--- src/sv/aip_pkg.sv ---
`default_nettype none
package aip_pkg;

  typedef enum logic [2:0] {
    PH_IDLE   = 3'd0,
    PH_SIGN   = 3'd1,
    PH_ZERO   = 3'd2,
    PH_DIGITS = 3'd3,
    PH_OVER   = 3'd4
  } phase_t;

  typedef enum logic [1:0] {
    RAD_DEC = 2'd0,
    RAD_HEX = 2'd1,
    RAD_OCT = 2'd2,
    RAD_BIN = 2'd3
  } radix_t;

  localparam logic [1:0] ST_OK    = 2'd0;
  localparam logic [1:0] ST_NAN   = 2'd1;
  localparam logic [1:0] ST_OVF   = 2'd2;
  localparam logic [1:0] ST_RANGE = 2'd3;

  localparam logic [0:0] REG_SIGNED_MODE = 1'd0;
  localparam logic [0:0] REG_WIDE_MODE   = 1'd1;

  localparam logic [7:0] CH_PLUS  = 8'h2B;
  localparam logic [7:0] CH_MINUS = 8'h2D;
  localparam logic [7:0] CH_0     = 8'h30;
  localparam logic [7:0] CH_1     = 8'h31;
  localparam logic [7:0] CH_7     = 8'h37;
  localparam logic [7:0] CH_9     = 8'h39;
  localparam logic [7:0] CH_UA    = 8'h41;
  localparam logic [7:0] CH_UB    = 8'h42;
  localparam logic [7:0] CH_UF    = 8'h46;
  localparam logic [7:0] CH_UX    = 8'h58;
  localparam logic [7:0] CH_LA    = 8'h61;
  localparam logic [7:0] CH_LB    = 8'h62;
  localparam logic [7:0] CH_LF    = 8'h66;
  localparam logic [7:0] CH_LX    = 8'h78;

  typedef struct packed {
    logic       valid;
    logic [3:0] value;
  } digit_t;

  typedef struct packed {
    logic        fits;
    logic [63:0] acc;
  } acc_step_t;

endpackage
`default_nettype wire

--- src/sv/ascii_integer_literal_parser_core.sv ---
// The item that ends the literal passes the input register; its result then sits in the result register on out_*.
// Throughput: one item per cycle unless stalled; the digit decode and one radix shift-add accumulate
// sit between the input register and the result register.
// Stalls only when the result register is full and out_tready is low.
// Reset (rst_n low, synchronous): signed_mode = 1, wide_mode = 0, parse state idle,
// radix ten, accumulator zero, both item registers empty.
`default_nettype none
module ascii_integer_literal_parser_core (
  input  wire logic        clk,
  input  wire logic        rst_n,
  input  wire logic        cfg_we,
  input  wire logic [0:0]  cfg_index,
  input  wire logic [0:0]  cfg_wdata,
  input  wire logic        in_tvalid,
  output logic             in_tready,
  input  wire logic [7:0]  in_tdata,   // [7:0] char_code
  input  wire logic        in_tlast,   // end_of_input
  output logic             out_tvalid,
  input  wire logic        out_tready,
  output logic [79:0]      out_tdata,  // [63:0] value, [65:64] status,
                                       // [73:66] terminator_code, [79:74] zero
  output logic             out_tlast   // ended_by_input_end
);

  logic signed_mode_r;
  logic wide_mode_r;

  logic       in_vld_r;
  logic [7:0] in_char_r;
  logic       in_end_r;

  aip_pkg::phase_t ph_r, ph_nxt;
  aip_pkg::radix_t rad_r, rad_nxt;
  logic [63:0]     acc_r, acc_nxt;
  logic            neg_r, neg_nxt;
  logic            seen_r, seen_nxt;

  logic        out_vld_r;
  logic [63:0] out_value_r, out_value_nxt;
  logic [1:0]  out_status_r, out_status_nxt;
  logic [7:0]  out_term_r, out_term_nxt;
  logic        out_end_r, out_end_nxt;

  logic advance;
  logic process;

  aip_pkg::radix_t    dec_radix;
  aip_pkg::digit_t    digit;
  aip_pkg::acc_step_t step;

  logic       emit;
  logic [1:0] emit_status;

  assign advance   = !out_vld_r || out_tready;
  assign in_tready = !in_vld_r || advance;
  assign process   = in_vld_r && advance;

  always_comb begin
    case (ph_r)
      aip_pkg::PH_ZERO:   dec_radix = aip_pkg::RAD_OCT;
      aip_pkg::PH_DIGITS: dec_radix = rad_r;
      aip_pkg::PH_OVER:   dec_radix = rad_r;
      default:            dec_radix = aip_pkg::RAD_DEC;
    endcase
  end

  aip_digit_decode u_decode (
    .char_code (in_char_r),
    .radix     (dec_radix),
    .digit     (digit)
  );

  aip_acc_step u_acc (
    .acc       (acc_r),
    .radix     (dec_radix),
    .digit     (digit.value),
    .wide_mode (wide_mode_r),
    .step      (step)
  );

  // next parse state
  always_comb begin
    ph_nxt      = ph_r;
    rad_nxt     = rad_r;
    acc_nxt     = acc_r;
    neg_nxt     = neg_r;
    seen_nxt    = seen_r;
    emit        = 1'b0;
    emit_status = aip_pkg::ST_OK;
    case (ph_r)
      aip_pkg::PH_IDLE, aip_pkg::PH_SIGN: begin
        if (in_end_r) begin
          emit        = 1'b1;
          emit_status = aip_pkg::ST_NAN;
        end else if (ph_r == aip_pkg::PH_IDLE && signed_mode_r &&
                     (in_char_r == aip_pkg::CH_PLUS || in_char_r == aip_pkg::CH_MINUS)) begin
          neg_nxt = (in_char_r == aip_pkg::CH_MINUS);
          ph_nxt  = aip_pkg::PH_SIGN;
        end else if (in_char_r == aip_pkg::CH_0) begin
          ph_nxt = aip_pkg::PH_ZERO;
        end else if (!digit.valid) begin
          emit        = 1'b1;
          emit_status = aip_pkg::ST_NAN;
        end else if (step.fits) begin
          acc_nxt  = step.acc;
          seen_nxt = 1'b1;
          ph_nxt   = aip_pkg::PH_DIGITS;
        end else begin
          ph_nxt = aip_pkg::PH_OVER;
        end
      end
      aip_pkg::PH_ZERO: begin
        if (in_end_r) begin
          emit = 1'b1;
        end else if (in_char_r == aip_pkg::CH_LX || in_char_r == aip_pkg::CH_UX) begin
          rad_nxt = aip_pkg::RAD_HEX;
          ph_nxt  = aip_pkg::PH_DIGITS;
        end else if (in_char_r == aip_pkg::CH_LB || in_char_r == aip_pkg::CH_UB) begin
          rad_nxt = aip_pkg::RAD_BIN;
          ph_nxt  = aip_pkg::PH_DIGITS;
        end else if (digit.valid) begin
          rad_nxt = aip_pkg::RAD_OCT;
          if (step.fits) begin
            acc_nxt  = step.acc;
            seen_nxt = 1'b1;
            ph_nxt   = aip_pkg::PH_DIGITS;
          end else begin
            ph_nxt = aip_pkg::PH_OVER;
          end
        end else begin
          emit = 1'b1;
        end
      end
      aip_pkg::PH_DIGITS: begin
        if (in_end_r || !digit.valid) begin
          emit        = 1'b1;
          emit_status = seen_r ? aip_pkg::ST_OK : aip_pkg::ST_NAN;
        end else if (step.fits) begin
          acc_nxt  = step.acc;
          seen_nxt = 1'b1;
        end else begin
          ph_nxt = aip_pkg::PH_OVER;
        end
      end
      aip_pkg::PH_OVER: begin
        if (in_end_r || !digit.valid) begin
          emit        = 1'b1;
          emit_status = aip_pkg::ST_OVF;
        end
      end
      default: begin
        ph_nxt   = aip_pkg::PH_IDLE;
        rad_nxt  = aip_pkg::RAD_DEC;
        acc_nxt  = 64'd0;
        neg_nxt  = 1'b0;
        seen_nxt = 1'b0;
      end
    endcase
    if (emit) begin
      ph_nxt   = aip_pkg::PH_IDLE;
      rad_nxt  = aip_pkg::RAD_DEC;
      acc_nxt  = 64'd0;
      neg_nxt  = 1'b0;
      seen_nxt = 1'b0;
    end
  end

  // result fields
  always_comb begin
    logic        over_half;
    logic [63:0] signed_val;
    over_half  = wide_mode_r ? acc_r[63] : (acc_r[63:31] != 33'd0);
    signed_val = neg_r ? (64'd0 - acc_r) : acc_r;
    out_value_nxt  = 64'd0;
    out_status_nxt = emit_status;
    if (emit_status == aip_pkg::ST_OK) begin
      if ((signed_mode_r || neg_r) && over_half) begin
        out_status_nxt = aip_pkg::ST_RANGE;
      end else begin
        out_value_nxt = wide_mode_r ? signed_val : {32'd0, signed_val[31:0]};
      end
    end
    out_term_nxt = in_end_r ? 8'd0 : in_char_r;
    out_end_nxt  = in_end_r;
  end

  always_ff @(posedge clk) begin
    if (!rst_n) begin
      signed_mode_r <= 1'b1;
      wide_mode_r   <= 1'b0;
    end else if (cfg_we) begin
      if (cfg_index == aip_pkg::REG_SIGNED_MODE) begin
        signed_mode_r <= cfg_wdata[0];
      end else if (cfg_index == aip_pkg::REG_WIDE_MODE) begin
        wide_mode_r <= cfg_wdata[0];
      end
    end
  end

  always_ff @(posedge clk) begin
    if (!rst_n) begin
      in_vld_r <= 1'b0;
    end else if (in_tready) begin
      in_vld_r <= in_tvalid;
    end
  end

  always_ff @(posedge clk) begin
    if (in_tready) begin
      in_char_r <= in_tdata;
      in_end_r  <= in_tlast;
    end
  end

  always_ff @(posedge clk) begin
    if (!rst_n) begin
      ph_r   <= aip_pkg::PH_IDLE;
      rad_r  <= aip_pkg::RAD_DEC;
      acc_r  <= 64'd0;
      neg_r  <= 1'b0;
      seen_r <= 1'b0;
    end else if (process) begin
      ph_r   <= ph_nxt;
      rad_r  <= rad_nxt;
      acc_r  <= acc_nxt;
      neg_r  <= neg_nxt;
      seen_r <= seen_nxt;
    end
  end

  always_ff @(posedge clk) begin
    if (!rst_n) begin
      out_vld_r <= 1'b0;
    end else if (advance) begin
      out_vld_r <= process && emit;
    end
  end

  always_ff @(posedge clk) begin
    if (process && emit) begin
      out_value_r  <= out_value_nxt;
      out_status_r <= out_status_nxt;
      out_term_r   <= out_term_nxt;
      out_end_r    <= out_end_nxt;
    end
  end

  assign out_tvalid = out_vld_r;
  assign out_tdata  = {6'd0, out_term_r, out_status_r, out_value_r};
  assign out_tlast  = out_end_r;

endmodule
`default_nettype wire

--- src/sv/aip_digit_decode.sv ---
`default_nettype none
module aip_digit_decode (
  input  wire logic [7:0]     char_code,
  input  aip_pkg::radix_t     radix,
  output aip_pkg::digit_t     digit
);

  always_comb begin
    digit = '{valid: 1'b0, value: 4'd0};
    case (radix)
      aip_pkg::RAD_DEC: begin
        if (char_code >= aip_pkg::CH_0 && char_code <= aip_pkg::CH_9) begin
          digit.valid = 1'b1;
          digit.value = 4'(char_code - aip_pkg::CH_0);
        end
      end
      aip_pkg::RAD_OCT: begin
        if (char_code >= aip_pkg::CH_0 && char_code <= aip_pkg::CH_7) begin
          digit.valid = 1'b1;
          digit.value = 4'(char_code - aip_pkg::CH_0);
        end
      end
      aip_pkg::RAD_BIN: begin
        if (char_code >= aip_pkg::CH_0 && char_code <= aip_pkg::CH_1) begin
          digit.valid = 1'b1;
          digit.value = 4'(char_code - aip_pkg::CH_0);
        end
      end
      aip_pkg::RAD_HEX: begin
        if (char_code >= aip_pkg::CH_0 && char_code <= aip_pkg::CH_9) begin
          digit.valid = 1'b1;
          digit.value = 4'(char_code - aip_pkg::CH_0);
        end else if (char_code >= aip_pkg::CH_LA && char_code <= aip_pkg::CH_LF) begin
          digit.valid = 1'b1;
          digit.value = 4'(char_code - aip_pkg::CH_LA + 8'd10);
        end else if (char_code >= aip_pkg::CH_UA && char_code <= aip_pkg::CH_UF) begin
          digit.valid = 1'b1;
          digit.value = 4'(char_code - aip_pkg::CH_UA + 8'd10);
        end
      end
      default: digit = '{valid: 1'b0, value: 4'd0};
    endcase
  end

endmodule
`default_nettype wire

--- src/sv/aip_acc_step.sv ---
`default_nettype none
module aip_acc_step (
  input  wire logic [63:0]    acc,
  input  aip_pkg::radix_t     radix,
  input  wire logic [3:0]     digit,
  input  wire logic           wide_mode,
  output aip_pkg::acc_step_t  step
);

  logic [68:0] acc_ext;
  logic [68:0] prod;
  logic [68:0] sum;

  assign acc_ext = {5'd0, acc};

  // radix multiply as shift-adds
  always_comb begin
    case (radix)
      aip_pkg::RAD_DEC: prod = (acc_ext << 3) + (acc_ext << 1);
      aip_pkg::RAD_HEX: prod = acc_ext << 4;
      aip_pkg::RAD_OCT: prod = acc_ext << 3;
      aip_pkg::RAD_BIN: prod = acc_ext << 1;
      default:          prod = acc_ext;
    endcase
  end

  assign sum = prod + {65'd0, digit};

  always_comb begin
    step.acc  = sum[63:0];
    step.fits = wide_mode ? (sum[68:64] == 5'd0) : (sum[68:32] == 37'd0);
  end

endmodule
`default_nettype wire
--- config.mk ---
export PLATFORM = sky130hd
export DESIGN_NAME = ascii_integer_literal_parser_core
export DESIGN_NICKNAME = d
export VERILOG_FILES = /design/src/sv/aip_pkg.sv /design/src/sv/ascii_integer_literal_parser_core.sv /design/src/sv/aip_digit_decode.sv /design/src/sv/aip_acc_step.sv
export SDC_FILE = /design/constraint.sdc
export NUM_CORES = 1
export LEC_CHECK = 0
export BUFFER_PORTS_ARGS = -buffer_cell sky130_fd_sc_hd__buf_2
export CORE_UTILIZATION = 58
export CTS_BUF_LIST = sky130_fd_sc_hd__clkbuf_16
export CTS_CLUSTER_DIAMETER = 100
export DETAILED_ROUTE_END_ITERATION = 7
export GPL_TIMING_DRIVEN = 0
export PLACE_DENSITY_LB_ADDON = 0.25
export SYNTH_ARGS = -nofsm -noshare
export SYNTH_HDL_FRONTEND = slang
export SYNTH_HIERARCHICAL = 1
export SYNTH_SLANG_ARGS = --single-unit
export TNS_END_PERCENT = 20
--- constraint.sdc ---
create_clock -name clk -period 18.5 [get_ports clk]
set_input_delay 4.625 -clock clk [delete_from_list [all_inputs] [get_ports clk]]
set_output_delay 4.625 -clock clk [all_outputs]
set_load 0.02 [all_outputs]
==> flow_summary.ini <==
[global_routing]
grt_max_degree = 35
grt_pass1_wl_um = 87030
grt_use_total_pct = 38.31
antenna_found_initial = 2
grt_pass1_vias = 15690
grt_overflow = 0

[yosys]
ys.flop_type = edfxtp_1
ys_types = 127
async_reset_ff_share_pct = 0
synth_area_per_cell_um2 = 7.958
netlist_instances = 2092
synth-edff-count = 84
ys_seq_area_share_pct = 24.17
synth_area_mm2 = 0.01665
ys_ff_latch = 159
ys_warn_count = 6

[route]
routedWlPerCell_um = 21.75
totalWireLength_um = 56540
firstDrtPassIters = 6
drt_iter0_markers = 2192
drtAntennaViolNets = 0
via_per_inst = 6.711
drc = 0
vias = 17450

[placed_design]
dpl_worst_slack_ps = 8356
port-buffer-count = 91
gp_congestion = 1.011
hpwl_um = 44740

[critical_path]
cp.depth = 35
worst_path_most_repeated_cell = buf_4
cp.arrival_ps = 10630
rr_worst_depth = 35
slowest_delay_ps = 520
r2r_slack_ps = 8180
r2r_start = ph_r[1]
path_buf_inv = 12
reg2reg_to = acc_r[2]
start_kind = register
crit_slowest_cell = clkbuf_1
critPathTopFamily = simple AND/OR/NAND/NOR gates
cp-end-kind = register
crit_path_max_fanout = 10
crit_required_ps = 18810
critPathKind = reg -> reg

[hold_path]
min_delay_path_depth = 2
min-delay-start = rad_r[1]
hold_class = reg -> reg
hold_path_end = rad_r[1]

[clock_tree]
cts_sinks = 159
tritoncts = built
postCtsHoldBufs = 0
insertion_delay_ps = 440
ctsRootBufferMaster = clkbuf_16
cts_buffers = 17
cts_setup_buffers = 0
postCtsResizedCells = 0
cts_buffer_depth = 2
cts-htree-levels = 4
clk_pin_slew_worst_paths_ps = 60

[timing]
finalSetupTns_ps = 0
timing.final.ws_setup_ps = 8177
rsz0062_at_grt = no
tightest_slew_ps = 1181
hold_viol_final = 0
slew_headroom_pct = 20.53
finalCritPeriodShare_pct = 55.80
setup_violations = 0
finalMaxSlewViolations = 0
fmax_mhz = 96.87
fin_skew_ps = 14.32
min_period_ps = 10320

[layout]
layout_common_cells = 236 x nand2_1, 182 x nor2_1, 151 x a21oi_1, 141 x o21ai_0, 130 x buf_2
area_growth_pct = 9.755
nets = 2296
final_common_cell = nand2_1
diodes = 0
layout-drive-gt1-share_pct = 14.85
fillCellCount = 2450

[floorplan]
die_h_um = 171.4
die_w_um = 171.4
core-area_mm2 = 0.02801
start_util_pct = 59.44
ios = 99
rows = 61
dieArea_mm2 = 0.02939

[pwr]
p_leak_nw = 7.003
irDropWorstVdd_uv = 55.89
powerDensity_mw_per_mm2 = 43.42

[run_status]
outcome = finished clean

[job]
drv_cap = 0
==> tightest hold or removal path, delay by kind of cell, from the launching register on <==
kind / cells / cell delay [ps]
muxes: 1 / 50
DFF: 1 / 330
and+or+nand+nor: 1 / 60
==> cells by family (layout without fill, tap and decap cells) <==
logic type      after synthesis  count (layout)  share of synthesized area (%)
fa+ha+maj                    71              71                          5.426
other cells                   1               6                        0.02252
flops                       159             159                          24.17
mux                          59              59                          4.614
xor+xnor                    140             140                          7.365
compound gates              608             608                          24.45
simple gates                873             873                          28.00
buf+inv                     181             306                          5.960
==> cells in the mapped netlist, drive strengths merged, types with 25 or more instances <==
master | number | area [um^2]
clkbuf | 69 | 359.1
nor3 | 50 | 265.3
o211ai | 28 | 220.2
o31ai | 42 | 355.3
ha | 69 | 863.3
nor2b | 25 | 156.4
edfxtp | 84 | 2522
nor4 | 33 | 289.0
nand2 | 238 | 903.4
inv | 38 | 142.6
xor2 | 93 | 814.5
a21o | 33 | 250.2
nand4 | 50 | 346.6
mux2i | 36 | 360.4
dfxtp | 75 | 1501
buf | 73 | 480.5
or3 | 26 | 178.9
a21oi | 154 | 778.3
nand2b | 31 | 193.9
xnor2 | 47 | 411.6
nor2 | 184 | 700.7
nand3 | 112 | 583.1
o21ai | 183 | 927.1
==> registers in the layout, summed over array words and instances (netlist names) <==
| register | cells |
|---|---|
| acc_r | 64 |
| out_value_r | 64 |
| in_char_r | 8 |
| out_term_r | 8 |
| ph_r | 3 |
| out_status_r | 2 |
| rad_r | 2 |
| in_end_r | 1 |
| in_vld_r | 1 |
| neg_r | 1 |
| out_tlast | 1 |
| out_tvalid | 1 |
| seen_r | 1 |
| signed_mode_r | 1 |
| wide_mode_r | 1 |
==> how the worst max path moves through the flow <==
stage                     end  startpoint
floorplan           in_tready  out_tready
global placement       seen_r  out_tready
detailed placement  in_tready  out_tready
CTS                 in_tready  out_tready
global route        acc_r[24]     ph_r[1]
finish               acc_r[2]     ph_r[1]
==> power breakdown <==
| group | leakage [nW] | switching, mW | internal (mW) |
|---|---|---|---|
| clock | 0.310 | 0.146 | 0.212 |
| combinational | 5.27 | 0.0360 | 0.0157 |
| sequential | 1.42 | 0.00469 | 0.379 |
==> stage by stage <==
stage          std cells  hold WS [ps]  utilization, %  power, mW  instance area, um^2
2_1_floorplan       2097         448.0               -     0.4249                16670
3_3_place_gp        2566         462.3           62.82     0.4407                17600
3_5_place_dp        2568         473.2           63.03     0.4415                17650
4_1_cts             2600         480.9           65.23     0.7919                18270
5_1_grt             2600         493.7           65.23     0.8126                18270
6_report            2600         481.6           65.23     0.7934                18270
==> layer usage <==
| metal | routed length [um] | track usage, % | up-vias |
|---|---|---|---|
| met3 | 5160 | 4.211 | 118 |
| met1 | 25040 | 54.37 | 8209 |
| met4 | 2128 | 15.80 | 0 |
| li1 | - | - | 8084 |
| met5 | 0 | 0 | - |
| met2 | 24220 | 58.77 | 1037 |
==> area by class of cell <==
class                      count  area, um^2  share of cell area [%]
timing repair buffer          93       503.0                   2.753
inverter                      38       142.6                  0.7806
tap                          378       473.0                   2.588
clock buffer                  22       550.5                   3.013
clock inverter                10       67.56                  0.3698
multi-input combinational   1757       11660                   63.82
sequential                   159        4024                   22.02
buffer                       143       849.6                   4.649
(Power assumes the default switching activity.)
